--- config.mk ---
export PLATFORM = sky130hd
export DESIGN_NAME = pulse_width_link_transceiver
export DESIGN_NICKNAME = d
export VERILOG_FILES = /design/src/pwlt_pkg.sv /design/src/pulse_width_link_transceiver.sv /design/src/pwlt_ram.sv /design/src/pwlt_tx.sv /design/src/pwlt_rx.sv
export SDC_FILE = /design/constraint.sdc
export NUM_CORES = 1
export LEC_CHECK = 0
export ABC_AREA = 1
export BUFFER_PORTS_ARGS = -buffer_cell sky130_fd_sc_hd__buf_2
export CAP_MARGIN = 20
export CORE_ASPECT_RATIO = 0.75
export CORE_MARGIN = 2
export CORE_UTILIZATION = 55
export DETAILED_ROUTE_END_ITERATION = 8
export GPL_TIMING_DRIVEN = 0
export PLACE_DENSITY = 0.72
export SYNTH_ARGS = -nofsm -noshare
export SYNTH_HDL_FRONTEND = slang
export SYNTH_SLANG_ARGS = --single-unit
--- constraint.sdc ---
create_clock -name clk -period 12.1 [get_ports clk]
set_input_delay 2.42 -clock clk [delete_from_list [all_inputs] [get_ports clk]]
set_output_delay 2.42 -clock clk [all_outputs]
set_load 0.005 [all_outputs]
--- src/pwlt_pkg.sv ---
// Shared types and constants of the pulse-width link transceiver.
package pwlt_pkg;

	localparam int CMD_W = 3;
	localparam int DATA_W = 8;
	localparam int STORE_DEPTH = 8;
	localparam int ADDR_W = $clog2(STORE_DEPTH);

	localparam int FRAME_BYTES = 8;
	localparam int RX_FRAME_BYTES = 8;
	localparam int TX_POS_W = $clog2(FRAME_BYTES + 1);
	localparam int RX_POS_W = $clog2(RX_FRAME_BYTES + 1);
	localparam logic [TX_POS_W-1:0] FRAME_END = TX_POS_W'(FRAME_BYTES);
	localparam logic [RX_POS_W-1:0] RX_END = RX_POS_W'(RX_FRAME_BYTES);

	localparam int TICK_W = 5;
	localparam logic [TICK_W-1:0] HDR_LEN = TICK_W'(20 + 1);
	localparam logic [TICK_W-1:0] ONE_LEN = TICK_W'(15);
	localparam logic [TICK_W-1:0] ZERO_LEN = TICK_W'(10);
	localparam logic [TICK_W-1:0] TRAIL_LEN = TICK_W'(10);
	localparam logic [TICK_W-1:0] LOW_LEN = TICK_W'(5);
	localparam logic [TICK_W-1:0] HDR_LOW_LEN = TICK_W'(6);

	localparam int PERIOD_W = 8;
	localparam logic [PERIOD_W-1:0] PERIOD_MAX = PERIOD_W'(255);
	localparam logic [PERIOD_W-1:0] HDR_MIN = PERIOD_W'(17);
	localparam logic [PERIOD_W-1:0] HDR_MAX = PERIOD_W'(23);
	localparam logic [PERIOD_W-1:0] ONE_MIN = PERIOD_W'(13);
	localparam logic [PERIOD_W-1:0] ONE_MAX = PERIOD_W'(17);
	localparam logic [PERIOD_W-1:0] ZERO_MIN = PERIOD_W'(8);
	localparam logic [PERIOD_W-1:0] ZERO_MAX = PERIOD_W'(12);

	localparam logic [DATA_W-1:0] FIRST_BIT = DATA_W'(8'h01);

	typedef enum logic [CMD_W-1:0] {
		CMD_TICK       = 3'd0,
		CMD_WRITE_TX   = 3'd1,
		CMD_START      = 3'd2,
		CMD_READ_RX    = 3'd3,
		CMD_CLEAR_DONE = 3'd4
	} cmd_t;

	typedef struct packed {
		cmd_t              command;
		logic              line_in;
		logic [ADDR_W-1:0] index;
		logic [DATA_W-1:0] value;
	} item_t;

	typedef struct packed {
		logic line_level;
		logic tx_busy;
	} tx_stat_t;

	typedef struct packed {
		logic              rx_done;
		logic [DATA_W-1:0] rx_data;
	} rx_stat_t;

endpackage

--- src/pulse_width_link_transceiver.sv ---
// Top level of the pulse-width link transceiver: handshake, item stage and result register.
// An item fills the item stage and the store read; its execution loads the result register.
// Throughput: one item per clock while out_ready holds; the limit is the store read,
// overlapped with the update of the previous item through write forwarding.
// Reset: arst_n clears all control state at once; the stores read as zero until written.
module pulse_width_link_transceiver (
	input  logic                          clk,
	input  logic                          arst_n,
	input  logic                          in_valid,
	output logic                          in_ready,
	input  logic [pwlt_pkg::CMD_W-1:0]    command,
	input  logic                          line_in,
	input  logic [pwlt_pkg::ADDR_W-1:0]   index,
	input  logic [pwlt_pkg::DATA_W-1:0]   value,
	output logic                          out_valid,
	input  logic                          out_ready,
	output logic                          line_out,
	output logic                          tx_busy,
	output logic                          rx_done,
	output logic [pwlt_pkg::DATA_W-1:0]   rx_data
);

	import pwlt_pkg::*;

	item_t    in_item;
	item_t    item_s1;
	logic     s1_valid_q;
	logic     out_valid_q;
	logic     exec;
	logic     issue;
	logic     tx_busy_cur;
	tx_stat_t tx_next;
	rx_stat_t rx_next;

	logic              line_out_q;
	logic              tx_busy_q;
	logic              rx_done_q;
	logic [DATA_W-1:0] rx_data_q;

	assign in_item = '{command: cmd_t'(command), line_in: line_in, index: index, value: value};
	assign exec = s1_valid_q && (!out_valid_q || out_ready);
	assign in_ready = !s1_valid_q || exec;
	assign issue = in_valid && in_ready;

	always_ff @(posedge clk or negedge arst_n) begin
		if (!arst_n) begin
			s1_valid_q <= 1'b0;
			out_valid_q <= 1'b0;
		end else begin
			if (issue) begin
				s1_valid_q <= 1'b1;
			end else if (exec) begin
				s1_valid_q <= 1'b0;
			end
			if (exec) begin
				out_valid_q <= 1'b1;
			end else if (out_ready) begin
				out_valid_q <= 1'b0;
			end
		end
	end

	always_ff @(posedge clk) begin
		if (issue) begin
			item_s1 <= in_item;
		end
		if (exec) begin
			line_out_q <= tx_next.line_level;
			tx_busy_q <= tx_next.tx_busy;
			rx_done_q <= rx_next.rx_done;
			rx_data_q <= rx_next.rx_data;
		end
	end

	pwlt_tx u_tx (
		.clk       (clk),
		.arst_n    (arst_n),
		.issue     (issue),
		.exec      (exec),
		.item_s1   (item_s1),
		.busy      (tx_busy_cur),
		.stat_next (tx_next)
	);

	pwlt_rx u_rx (
		.clk       (clk),
		.arst_n    (arst_n),
		.issue     (issue),
		.in_item   (in_item),
		.exec      (exec),
		.item_s1   (item_s1),
		.tx_busy   (tx_busy_cur),
		.stat_next (rx_next)
	);

	assign out_valid = out_valid_q;
	assign line_out = line_out_q;
	assign tx_busy = tx_busy_q;
	assign rx_done = rx_done_q;
	assign rx_data = rx_data_q;

	a_idle_line_high: assert property (@(posedge clk) disable iff (!arst_n)
		out_valid && !tx_busy |-> line_out)
		else $error("Transmit line is low in a result that shows the transmitter idle.");

endmodule

--- src/pwlt_ram.sv ---
// Generic single-port-write, single-port-read RAM with registered read data.
module pwlt_ram #(
	parameter int WIDTH = 8,
	parameter int DEPTH = 8
) (
	input  logic                     clk,
	input  logic                     we,
	input  logic [$clog2(DEPTH)-1:0] waddr,
	input  logic [WIDTH-1:0]         wdata,
	input  logic                     re,
	input  logic [$clog2(DEPTH)-1:0] raddr,
	output logic [WIDTH-1:0]         rdata
);

	logic [WIDTH-1:0] mem_q [DEPTH];
	logic [WIDTH-1:0] rdata_q;

	always_ff @(posedge clk) begin
		if (we) begin
			mem_q[waddr] <= wdata;
		end
		if (re) begin
			rdata_q <= mem_q[raddr];
		end
	end

	assign rdata = rdata_q;

endmodule

--- src/pwlt_tx.sv ---
// Transmitter: frame sequencer around the transmit byte store.
module pwlt_tx (
	input  logic               clk,
	input  logic               arst_n,
	input  logic               issue,
	input  logic               exec,
	input  pwlt_pkg::item_t    item_s1,
	output logic               busy,
	output pwlt_pkg::tx_stat_t stat_next
);

	import pwlt_pkg::*;

	typedef enum logic [1:0] {
		PH_HEADER  = 2'd0,
		PH_DATA    = 2'd1,
		PH_TRAILER = 2'd2
	} phase_t;

	phase_t              phase_q, phase_d;
	logic                en_q, en_d;
	logic [TICK_W-1:0]   tick_q, tick_d;
	logic [TX_POS_W-1:0] pos_q, pos_d;
	logic [DATA_W-1:0]   mask_q, mask_d;
	logic                line_q, line_d;

	logic [STORE_DEPTH-1:0] valid_q;
	logic                   fwd_s1;
	logic                   rd_valid_s1;
	logic [DATA_W-1:0]      fwd_data_s1;

	logic              we;
	logic [ADDR_W-1:0] waddr;
	logic [ADDR_W-1:0] raddr;
	logic [DATA_W-1:0] wdata;
	logic [DATA_W-1:0] rdata;
	logic [DATA_W-1:0] tx_byte;

	assign tx_byte = fwd_s1 ? fwd_data_s1 : (rd_valid_s1 ? rdata : '0);
	assign raddr = ADDR_W'(pos_d);

	always_comb begin
		logic [TICK_W-1:0]   tc;
		logic [TICK_W-1:0]   low_len;
		logic [TICK_W-1:0]   sym_len;
		logic [DATA_W-1:0]   msk;
		logic [TX_POS_W-1:0] pos;

		en_d = en_q;
		phase_d = phase_q;
		tick_d = tick_q;
		pos_d = pos_q;
		mask_d = mask_q;
		line_d = line_q;
		we = 1'b0;
		waddr = item_s1.index;
		wdata = item_s1.value;
		tc = tick_q + 1'b1;
		low_len = LOW_LEN;
		sym_len = ZERO_LEN;
		msk = mask_q;
		pos = pos_q;

		if (exec) begin
			unique case (item_s1.command)
				CMD_TICK: begin
					if (en_q) begin
						unique case (phase_q)
							PH_DATA: begin
								sym_len = (|(tx_byte & mask_q)) ? ONE_LEN : ZERO_LEN;
								if (tc >= sym_len) begin
									tc = '0;
									msk = mask_q << 1;
								end
								if (msk == '0) begin
									msk = FIRST_BIT;
									pos = pos_q + 1'b1;
									if (pos >= FRAME_END) begin
										tc = '0;
										pos = '0;
										phase_d = PH_TRAILER;
									end
								end
								mask_d = msk;
								pos_d = pos;
							end
							PH_HEADER: begin
								low_len = HDR_LOW_LEN;
								if (tc >= HDR_LEN) begin
									tc = '0;
									mask_d = FIRST_BIT;
									phase_d = PH_DATA;
								end
							end
							default: begin
								if (tc >= TRAIL_LEN) begin
									phase_d = PH_HEADER;
									en_d = 1'b0;
								end
							end
						endcase
						tick_d = tc;
						line_d = (tc >= low_len);
					end
				end
				CMD_WRITE_TX: begin
					we = 1'b1;
				end
				CMD_START: begin
					en_d = 1'b1;
					phase_d = PH_HEADER;
					tick_d = '0;
					pos_d = '0;
					line_d = 1'b0;
				end
				default: begin
				end
			endcase
		end
	end

	assign busy = en_q;
	assign stat_next = '{line_level: line_d, tx_busy: en_d};

	always_ff @(posedge clk or negedge arst_n) begin
		if (!arst_n) begin
			en_q <= 1'b0;
			phase_q <= PH_HEADER;
			tick_q <= '0;
			pos_q <= '0;
			mask_q <= '0;
			line_q <= 1'b1;
			valid_q <= '0;
			fwd_s1 <= 1'b0;
			rd_valid_s1 <= 1'b0;
		end else begin
			en_q <= en_d;
			phase_q <= phase_d;
			tick_q <= tick_d;
			pos_q <= pos_d;
			mask_q <= mask_d;
			line_q <= line_d;
			if (we) begin
				valid_q[waddr] <= 1'b1;
			end
			if (issue) begin
				fwd_s1 <= we && (waddr == raddr);
				rd_valid_s1 <= valid_q[raddr];
			end
		end
	end

	always_ff @(posedge clk) begin
		if (issue) begin
			fwd_data_s1 <= wdata;
		end
	end

	pwlt_ram #(
		.WIDTH(DATA_W),
		.DEPTH(STORE_DEPTH)
	) u_store (
		.clk   (clk),
		.we    (we),
		.waddr (waddr),
		.wdata (wdata),
		.re    (issue),
		.raddr (raddr),
		.rdata (rdata)
	);

	a_data_mask_onehot: assert property (@(posedge clk) disable iff (!arst_n)
		en_q && phase_q == PH_DATA |-> $onehot(mask_q))
		else $error("Transmit bit mask is not one-hot during the data phase.");

	a_pos_in_frame: assert property (@(posedge clk) disable iff (!arst_n)
		pos_q < FRAME_END)
		else $error("Transmit byte position ran past the frame length.");

endmodule

--- src/pwlt_rx.sv ---
// Receiver: period timer and symbol decoder around the receive byte store.
module pwlt_rx (
	input  logic               clk,
	input  logic               arst_n,
	input  logic               issue,
	input  pwlt_pkg::item_t    in_item,
	input  logic               exec,
	input  pwlt_pkg::item_t    item_s1,
	input  logic               tx_busy,
	output pwlt_pkg::rx_stat_t stat_next
);

	import pwlt_pkg::*;

	logic [PERIOD_W-1:0] pc_q, pc_d;
	logic                prev_q, prev_d;
	logic                active_q, active_d;
	logic [DATA_W-1:0]   mask_q, mask_d;
	logic [RX_POS_W-1:0] pos_q, pos_d;
	logic                done_q, done_d;

	logic [STORE_DEPTH-1:0] valid_q;
	logic                   fwd_s1;
	logic                   rd_valid_s1;
	logic [DATA_W-1:0]      fwd_data_s1;

	logic              we;
	logic [ADDR_W-1:0] waddr;
	logic [ADDR_W-1:0] raddr;
	logic [DATA_W-1:0] wdata;
	logic [DATA_W-1:0] rdata;
	logic [DATA_W-1:0] rx_byte;

	assign rx_byte = fwd_s1 ? fwd_data_s1 : (rd_valid_s1 ? rdata : '0);
	assign raddr = (in_item.command == CMD_READ_RX) ? in_item.index : ADDR_W'(pos_d);

	always_comb begin
		logic [PERIOD_W-1:0] pc;
		logic [DATA_W-1:0]   msk;
		logic [RX_POS_W-1:0] pos;
		logic                adv;

		pc_d = pc_q;
		prev_d = prev_q;
		active_d = active_q;
		mask_d = mask_q;
		pos_d = pos_q;
		done_d = done_q;
		we = 1'b0;
		waddr = ADDR_W'(pos_q);
		wdata = rx_byte;
		pc = pc_q;
		msk = mask_q;
		pos = pos_q;
		adv = 1'b0;

		if (exec) begin
			unique case (item_s1.command)
				CMD_TICK: begin
					if (!tx_busy) begin
						pc = (pc_q != PERIOD_MAX) ? pc_q + 1'b1 : pc_q;
						if (!item_s1.line_in) begin
							if (prev_q) begin
								prev_d = 1'b0;
								priority if (pc >= HDR_MIN && pc <= HDR_MAX) begin
									active_d = 1'b1;
									mask_d = FIRST_BIT;
									pos_d = '0;
								end else if (!active_q) begin
								end else if (pos_q >= RX_END) begin
									active_d = 1'b0;
								end else if (pc >= ONE_MIN && pc <= ONE_MAX) begin
									we = 1'b1;
									wdata = rx_byte | mask_q;
									adv = 1'b1;
								end else if (pc >= ZERO_MIN && pc <= ZERO_MAX) begin
									we = 1'b1;
									wdata = rx_byte & ~mask_q;
									adv = 1'b1;
								end else begin
									active_d = 1'b0;
								end
								if (adv) begin
									msk = mask_q << 1;
									if (msk == '0) begin
										msk = FIRST_BIT;
										pos = pos_q + 1'b1;
										if (pos >= RX_END) begin
											done_d = 1'b1;
											active_d = 1'b0;
										end
									end
									mask_d = msk;
									pos_d = pos;
								end
								pc = '0;
							end
						end else begin
							prev_d = 1'b1;
						end
						pc_d = pc;
					end
				end
				CMD_CLEAR_DONE: begin
					done_d = 1'b0;
				end
				default: begin
				end
			endcase
		end
	end

	assign stat_next = '{
		rx_done: done_d,
		rx_data: (item_s1.command == CMD_READ_RX) ? rx_byte : '0
	};

	always_ff @(posedge clk or negedge arst_n) begin
		if (!arst_n) begin
			pc_q <= '0;
			prev_q <= 1'b0;
			active_q <= 1'b0;
			mask_q <= '0;
			pos_q <= '0;
			done_q <= 1'b0;
			valid_q <= '0;
			fwd_s1 <= 1'b0;
			rd_valid_s1 <= 1'b0;
		end else begin
			pc_q <= pc_d;
			prev_q <= prev_d;
			active_q <= active_d;
			mask_q <= mask_d;
			pos_q <= pos_d;
			done_q <= done_d;
			if (we) begin
				valid_q[waddr] <= 1'b1;
			end
			if (issue) begin
				fwd_s1 <= we && (waddr == raddr);
				rd_valid_s1 <= valid_q[raddr];
			end
		end
	end

	always_ff @(posedge clk) begin
		if (issue) begin
			fwd_data_s1 <= wdata;
		end
	end

	pwlt_ram #(
		.WIDTH(DATA_W),
		.DEPTH(STORE_DEPTH)
	) u_store (
		.clk   (clk),
		.we    (we),
		.waddr (waddr),
		.wdata (wdata),
		.re    (issue),
		.raddr (raddr),
		.rdata (rdata)
	);

	a_active_mask_onehot: assert property (@(posedge clk) disable iff (!arst_n)
		active_q |-> $onehot(mask_q))
		else $error("Receive bit mask is not one-hot while a frame is active.");

	a_active_pos_in_frame: assert property (@(posedge clk) disable iff (!arst_n)
		active_q |-> pos_q < RX_END)
		else $error("Receive byte position reached the frame length while active.");

endmodule

==> results of run 1 <==
cell families after synthesis:
family | count (synthesis)
simple gates | 518
compound gates | 145
fa+ha+maj | 10
mux | 1
buf+inv | 148
xor+xnor | 9
flops | 252
worst max-delay path: stages:
cell and delay (ns):
buf_2 0.09, inv_1 0.06, nand3_1 0.10, buf_2 0.15
state kept, by name, indices dropped and copies added (netlist names), 4 cells and up:
signal	count
item_s1	15
rx_data	8
u_rx.fwd_data_s1	8
u_rx.mask_q	8
u_rx.pc_q	8
u_rx.pos_q	4
u_rx.u_store.mem_q	64
u_rx.u_store.rdata	8
u_rx.valid_q	8
u_tx.fwd_data_s1	8
u_tx.mask_q	8
u_tx.pos_q	4
u_tx.tick_q	5
u_tx.u_store.mem_q	64
u_tx.u_store.rdata	8
u_tx.valid_q	8
layer usage:
metal | global-route usage [%] | up-vias | wire [um]
li1 | - | 3816 | -
met1 | 36.0 | 3654 | 11700
met2 | 32.4 | 306 | 9700
met3 | 5.87 | 28 | 2300
met4 | 4.58 | 0 | 338
met5 | 0 | - | 0
how the worst max path moves through the flow:
stage	from	to	slack (ns)
5_1_grt	u_tx.fwd_s1	line_out	6.64
2_1_floorplan	out_ready	in_ready	7.11
6_report	out_ready	in_ready	6.85
3_3_place_gp	out_ready	u_rx.u_store.mem_q[7][2]	6.50
4_1_cts	out_ready	in_ready	6.85
3_5_place_dp	out_ready	u_rx.u_store.mem_q[7][5]	6.77
layout by cell type, fill, tap and decap left out, types with 9 or more instances in the layout:
cell / netlist / layout
or2_2: 13 / 13
inv_1: 110 / 109
nand2_2: 9 / 9
edfxtp_1: 186 / 186
ha_1: 10 / 10
o22ai_1: 20 / 20
clkbuf_1: 3 / 10
clkbuf_16: 0 / 25
o21ai_0: 46 / 46
buf_2: 10 / 41
nand3_1: 107 / 107
o211ai_1: 18 / 18
o31ai_1: 9 / 9
inv_2: 8 / 9
dfrtp_1: 65 / 65
o21ai_1: 17 / 17
nor2_1: 74 / 74
a21oi_1: 17 / 17
nand2_1: 278 / 278
final cells by class:
type / count / share of cell area [%]
Buffer: 25 / 1.44
Clock buffer: 33 / 5.27
Clock inverter: 13 / 1.22
Inverter: 123 / 3.68
Multi-Input combinational cell: 683 / 27.0
Sequential cell: 252 / 57.3
Tap cell: 258 / 2.56
Timing Repair Buffer: 34 / 1.51
stage by stage:
| stage | total power, uW | hold slack (ns) | cell area [um2] |
|---|---|---|---|
| after global routing | 2420 | 0.483 | 12600 |
| after global placement | 1520 | 0.438 | 11800 |
| after floorplan | 1400 | 0.427 | 11300 |
| after CTS | 2310 | 0.462 | 12600 |
| after detailed placement | 1540 | 0.447 | 11800 |
| final | 2300 | 0.463 | 12600 |
power by group through the flow:
stage | logic, uW | clock network, uW | registers, uW
2_1_floorplan | 343 | 0 | 1060
5_1_grt | 533 | 821 | 1070
3_3_place_gp | 447 | 0 | 1070
3_5_place_dp | 464 | 0 | 1070
6_report | 469 | 777 | 1060
4_1_cts | 467 | 788 | 1060
==> metrics.yaml, run 1 <==
logic_synthesis:
  synth_seq_area_share_pct: 64.1
  synth_ff_type: "edfxtp_1"
  yosys.area_share.simple_pct: 20.5
  synth_enable_flop_cells: 186
  yosysTopAreaCell: "edfxtp_1"
  synthCells: 1083
  yosysWarnings: 0
  synth_compound_area_share_pct: 7.66
  ys_seq_elements: 252
  muxShareOfSynthArea_pct: 0.0997
  async_reset_ff_share_pct: 26.2
  yosysMostFrequentCell: "nand2_1"
  yosys-top-cells-area: "edfxtp_1 49%, dfrtp_1 14%, nand2_1 9.2%"
  synth_xor_xnor_area_share_pct: 0.831
  syn_nets: 1112
  synth_fa_ha_area_share_pct: 1.11
  synth_top_family_by_area: "simple AND/OR/NAND/NOR gates"
  syn_avg_cell_area_um2: 10.4
  netlist_area_mm2: 0.0113
  synth_cell_type_count: 46
  yosysTopAreaCellShare_pct: 49.4
  yosys-top-cells-count: "278 x nand2_1, 186 x edfxtp_1, 110 x inv_1"
setup_path:
  ff2ff_path_depth: 28
  r2r_start: "u_tx.fwd_s1"
  arrival_ns: 2.83
  r2r_end: "line_out"
  path_class: "in2out"
  cp.required_ns: 9.68
  start_kind: "input pin"
  path_max_fanout: 3
  critPathCaptureType: "primary output"
  rrSetupSlack_ns: 7.15
sta:
  slew_viol_final: 0
  fin_crit_sh_pct: 43.4
  finalCriticalPeriod_ns: 5.25
  finalSetupViolCount: 0
  hold_viol: 0
  max_freq_mhz: 191
  fin_worst_skew_ns: 0.0170
  rsz0062_at_grt: "false"
  fin_ws_ns: 6.85
  maxSlewHeadroom_pct: 25.4
  tns_ns: 0
  tightest_slew_ns: 1.11
detailed_routing:
  drtIter0Drc: 963
  ant_nets: 0
  dr.pass1.iters: 5
  drt_drc_violations_left: 0
  drt-total-wl_mm: 24.1
  vias: 7804
  wl_per_cell_um: 16.9
  detail_route.vias_per_cell: 5.49
final_layout:
  fill_cells: 1573
  drive_gt1_share_pct: 13.2
  seqCellArea_mm2: 0.00724
  final_util_pct: 62.5
  multi_input_area_mm2: 0.00341
  layout.nets: 1173
  instances_no_fill: 1421
  diodes: 0
  syn2layout_area_growth_pct: 11.8
floorplanning:
  die-area_mm2: 0.0217
  io_pins: 32
  start_util_pct: 55.9
  row_count: 45
  die_w_um: 170
  core_mm2: 0.0202
  die_y_um: 128
placed_design:
  post-place-cells: 1374
  dpl.hpwl_mm: 16.6
  dpl_worst_slack_ns: 6.77
  gp_congestion: 0.852
  port_buffers: 31
pwr:
  p_int_uw: 1600
  power.leakage_uw: 0.00524
  switchingPower_uw: 698
  pwr-share-comb_pct: 20.4
  seqPwrFrac_pct: 45.9
  switching_share_pct: 30.3
  clkPwrFrac_pct: 33.7
  power_density_mw_per_mm2: 182
  max-vdd-ir-drop_mv: 0.113
worst_hold_path:
  hold_end: "u_tx.valid_q[6]"
  holdCritPathClass: "reg2reg"
  whs_path_depth: 2
  hp-start: "u_tx.valid_q[6]"
global_route:
  grt_pass1_vias: 7451
  grt.total_usage_pct: 22.9
  antenna_found_initial: 0
  grt_pass1_wl_mm: 39.1
  grt_overflow_total: 0
  grt_max_degree: 67
clocking:
  holdBufCountCts: 0
  clock_latency_ns: 0.54
  cts_resized: 0
  clk_path_buf_depth: 3
  numCtsBuffers: 25
  clock_sinks: 252
  cts_setup_buffers: 0
  clk_pin_slew_ns: 0.06
  cts_tree: "yes"
  htreeDepth: 1
  clock-root-buffer: "clkbuf_16"
outcome:
  status: "finished, final reports clean"
job:
  drv_cap: 0
No activity file was read; power rests on OpenSTA's default activity.
==> run 2: changes to the inputs <==
clock period = 4.9 ns   (was 12.1 ns; I/O delays follow)
==> metrics.yaml, run 2 (synthesized netlist as in run 1, its figures left out) <==
global_route:
  grt_overflow_total: 0
  grt_pass1_vias: 7451
  grt_pass1_wl_mm: 39.1
  grt.total_usage_pct: 22.9
  antenna_found_initial: 0
  grt_max_degree: 67
final_layout:
  syn2layout_area_growth_pct: 11.9
  fin_area_mm2: 0.0126
  diodes: 0
  final_cell_mix: "278 x nand2_1, 186 x edfxtp_1, 109 x inv_1, 107 x nand3_1, 74 x nor2_1"
  layout_commonest_cell: "nand2_1"
  drive_gt1_share_pct: 13.4
  layout.nets: 1172
  reg.largest.list: "u_rx.u_store.mem_q: 64 flops, u_tx.u_store.mem_q: 64 flops, item_s1: 15 flops"
sta:
  fin_crit_sh_pct: 89.8
  hold_viol: 0
  fin_worst_skew_ns: 0.0158
  tns_ns: 0
  slew_viol_final: 0
  finalCriticalPeriod_ns: 4.40
  finalSetupViolCount: 0
  maxSlewHeadroom_pct: 25.9
  tightest_slew_ns: 1.10
  rsz0062_at_grt: "false"
  fin_ws_ns: 0.499
  max_freq_mhz: 227
clocking:
  clock_sinks: 252
  clk_path_buf_depth: 3
  clk_pin_slew_ns: 0.06
  clock_latency_ns: 0.54
  cts_tree: "yes"
  numCtsBuffers: 25
  clock-root-buffer: "clkbuf_16"
  htreeDepth: 1
  holdBufCountCts: 0
detailed_routing:
  wl_per_cell_um: 16.9
  vias: 7778
  dr.pass1.iters: 5
  detail_route.vias_per_cell: 5.48
  drtIter0Drc: 955
  drt_drc_violations_left: 0
  ant_nets: 0
  drt-total-wl_mm: 24.0
floorplanning:
  core_mm2: 0.0202
  io_pins: 32
  die_y_um: 128
  start_util_pct: 55.9
  die-area_mm2: 0.0217
  die_w_um: 170
  row_count: 45
placed_design:
  place_area_mm2: 0.0118
  port_buffers: 31
  dpl_worst_slack_ns: 0.00183
  gp_congestion: 0.852
  dpl.hpwl_mm: 16.6
worst_hold_path:
  whs_path_depth: 2
  holdCritPathClass: "reg2reg"
setup_path:
  arrival_ns: 4.68
  path_class: "reg2reg"
  ff2ff_path_depth: 27
  start_kind: "flop"
  cp.required_ns: 5.18
  critPathCaptureType: "flop"
  path_max_fanout: 10
pwr:
  max-vdd-ir-drop_mv: 0.279
  power.leakage_uw: 0.00524
  power_density_mw_per_mm2: 450
outcome:
  status: "finished, final reports clean"
job:
  drv_cap: 0
==> run 2: layout make-up <==
cell class	count	area, um2
Sequential cell	252	7240
Inverter	123	464
Tap cell	258	323
Buffer	24	178
Clock inverter	13	154
Timing Repair Buffer	34	190
Clock buffer	33	666
Multi-Input combinational cell	683	3430
Fill cell	1571	7570
==> run 2: what timing repair did <==
item / CTS / global route
buffers inserted: 0 / 0
gates cloned: 0 / 0
setup endpoints to repair: 1 / 11
gates resized for setup: 1 / 2
==> run 2: worst paths after layout <==
| check | start | endpoint | slack [ns] |
|---|---|---|---|
| worst min-delay path | u_tx.valid_q[7] | u_tx.valid_q[7] | 0.47 |
| min in group asynchronous | arst_n | u_tx.tick_q[0] | 0.55 |
| worst max-delay path | u_tx.fwd_s1 | line_out | 0.50 |
| max in group asynchronous | arst_n | u_tx.fwd_s1 | 3.71 |
| worst max register to register | u_tx.fwd_s1 | line_out | 0.50 |
| worst min register to register | u_tx.valid_q[7] | u_tx.valid_q[7] | 0.47 |
==> run 2: layer usage <==
layer / track usage [%] / up-vias / wire length [um]
met5: 0 / - / 0
met3: 5.87 / 29 / 2150
li1: - / 3816 / -
met1: 36.0 / 3660 / 11900
met4: 4.58 / 0 / 359
met2: 32.4 / 273 / 9630
==> run 2: stage by stage <==
| step | power (uW) | hold slack, ns | cells | utilization [%] |
|---|---|---|---|---|
| 4_1_cts | 5710 | 0.462 | 1420 | 62.5 |
| 3_5_place_dp | 3800 | 0.447 | 1374 | 58.4 |
| 5_1_grt | 5980 | 0.483 | 1420 | 62.5 |
| 6_report | 5690 | 0.465 | 1420 | 62.5 |
| 3_3_place_gp | 3750 | 0.438 | 1372 | 58.3 |
| 2_1_floorplan | 3460 | 0.427 | 1083 | - |
==> run 2: worst max-delay path: stages (launching register included) <==
cell	delay [ns]
dfrtp_2	0.45
inv_1	0.17
nand3_1	0.10
a21oi_1	0.06
or2_2	0.30
nor4_2	0.37
inv_1	0.08
ha_1	0.28
inv_1	0.05
a21oi_1	0.06
o21ai_2	0.12
nand2_2	0.09
buf_6	0.16
o21ai_0	0.21
nand2_1	0.11
nor2_2	0.14
and2_4	0.20
nand2_1	0.08
a31oi_2	0.23
inv_1	0.09
nand2_1	0.09
ha_1	0.23
inv_1	0.05
a21boi_0	0.06
o21ai_0	0.14
nand4_1	0.09
nand2_1	0.07
nand2_1	0.06
==> run 2: where the power goes <==
part / internal, uW / total [uW] / switching (uW)
logic: 367 / 1160 / 797
registers: 2480 / 2610 / 131
clock network: 1120 / 1910 / 794
==> run 3: changes to the inputs <==
CORE_ASPECT_RATIO = unset   (was 0.75)
==> metrics.yaml, run 3 (synthesized netlist as in run 1, its figures left out) <==
floorplanning:
  row_count: 52
  die_y_um: 147
  start_util_pct: 56.0
  die-area_mm2: 0.0217
  core_mm2: 0.0202
  die_w_um: 147
  io_pins: 32
setup_path:
  cp.required_ns: 5.19
  arrival_ns: 4.71
  critPathCaptureType: "flop"
  start_kind: "flop"
  ff2ff_path_depth: 27
  path_max_fanout: 10
  path_class: "reg2reg"
final_layout:
  diodes: 0
  layout_commonest_cell: "nand2_1"
  final_cell_mix: "278 x nand2_1, 186 x edfxtp_1, 109 x inv_1, 107 x nand3_1, 74 x nor2_1"
  reg.largest.list: "u_rx.u_store.mem_q: 64 flops, u_tx.u_store.mem_q: 64 flops, item_s1: 15 flops"
  syn2layout_area_growth_pct: 12.5
  layout.nets: 1173
  drive_gt1_share_pct: 13.7
detailed_routing:
  ant_nets: 0
  drtIter0Drc: 643
  drt_drc_violations_left: 0
  drt-total-wl_mm: 23.4
  vias: 7836
  dr.pass1.iters: 5
  detail_route.vias_per_cell: 5.46
  wl_per_cell_um: 16.3
sta:
  tns_ns: 0
  finalCriticalPeriod_ns: 4.42
  maxSlewHeadroom_pct: 28.0
  slew_viol_final: 0
  max_freq_mhz: 226
  fin_crit_sh_pct: 90.2
  tightest_slew_ns: 1.08
  fin_ws_ns: 0.481
  hold_viol: 0
  rsz0062_at_grt: "false"
  finalSetupViolCount: 0
  fin_worst_skew_ns: 0.0181
clocking:
  cts_setup_buffers: 0
  numCtsBuffers: 26
  clock_sinks: 252
  clk_pin_slew_ns: 0.07
  clock_latency_ns: 0.53
  clock-root-buffer: "clkbuf_16"
  htreeDepth: 1
  clk_path_buf_depth: 3
  holdBufCountCts: 0
  cts_tree: "yes"
placed_design:
  dpl.hpwl_mm: 15.9
  port_buffers: 31
  dpl_worst_slack_ns: 0.0112
  gp_congestion: 0.819
global_route:
  grt_overflow_total: 0
  grt_pass1_vias: 7408
  grt.total_usage_pct: 22.2
  grt_max_degree: 67
  grt_pass1_wl_mm: 38.4
  antenna_found_initial: 0
pwr:
  power_density_mw_per_mm2: 455
  power.leakage_uw: 0.00527
  max-vdd-ir-drop_mv: 0.261
outcome:
  status: "finished, final reports clean"
worst_hold_path:
  holdCritPathClass: "reg2reg"
  whs_path_depth: 2
job:
  drv_cap: 0
run 3: cell count changes in the layout (fill, tap and decap cells not counted), sizes merged:
| cell | before | now |
|---|---|---|
| buf | 56 | 55 |
| bufinv | 3 | 4 |
| clkbuf | 35 | 33 |
| clkinv | 12 | 18 |
| clkinvlp | 1 | 0 |
| inv | 120 | 119 |
run 3: layer usage:
metal  share of wire, %  global-route usage [%]
met5                  0                       0
met4                1.4                    5.14
met3                6.9                    3.63
met2                 45                    33.7
met1                 47                    33.9
run 3: worst paths after layout:
path                       slack [ns]             from         endpoint
setup / recovery                 0.48      u_tx.fwd_s1         line_out
hold / removal                   0.46  u_tx.valid_q[6]  u_tx.valid_q[6]
setup reg to reg                 0.48      u_tx.fwd_s1         line_out
hold reg to reg                  0.46  u_tx.valid_q[6]  u_tx.valid_q[6]
max in group asynchronous        3.72           arst_n      u_tx.fwd_s1
min in group asynchronous        0.56           arst_n   u_tx.tick_q[2]
run 3: power by group:
group / total (uW) / internal (uW) / leakage (uW) / switching, uW
registers: 2610 / 2480 / 0.00252 / 131
logic: 1170 / 369 / 0.00232 / 797
clock network: 2000 / 1210 / 0.000434 / 793
run 3: repair_timing:
action / 4_1_cts / 5_1_grt
endpoints found under the hold margin: 0 / 0
endpoints found under the setup margin: 1 / 7
resized for setup: 0 / 3
gates cloned: 0 / 0
run 3: worst max-delay path: stages (launching register included):
cell and delay (ns):
dfrtp_2 0.46, inv_1 0.16, nand3_1 0.10, a21oi_1 0.06, or2_2 0.32, nor4_2 0.36, inv_1 0.08, ha_1 0.27
inv_1 0.05, a21oi_1 0.06, o21ai_2 0.12, nand2_2 0.09, buf_6 0.15, o21ai_0 0.22, nand2_1 0.11, nor2_2 0.15
and2_4 0.20, nand2_1 0.07, a31oi_2 0.20, inv_1 0.08, nand2_1 0.10, ha_1 0.25, inv_1 0.05, a21boi_0 0.07
o21ai_0 0.14, nand4_1 0.11, nand2_1 0.09, nand2_1 0.07
run 3: stage by stage:
stage	instance area (um2)	hold slack, ns	cells	total power (uW)	utilization (%)
after global placement	11800	0.437	1384	3750	58.5
after global routing	12700	0.480	1434	6080	63.0
final	12700	0.458	1434	5780	63.0
after detailed placement	11800	0.447	1386	3790	58.6
after floorplan	11300	0.427	1083	3460	-
after CTS	12700	0.462	1433	5790	62.9
run 3: final cells by class:
cell class	instances	area [um2]
Fill cell	1591	7460
Sequential cell	252	7240
Multi-Input combinational cell	683	3430
Clock buffer	30	687
Inverter	123	464
Tap cell	270	338
Timing Repair Buffer	34	188
Clock inverter	18	186
Buffer	24	178
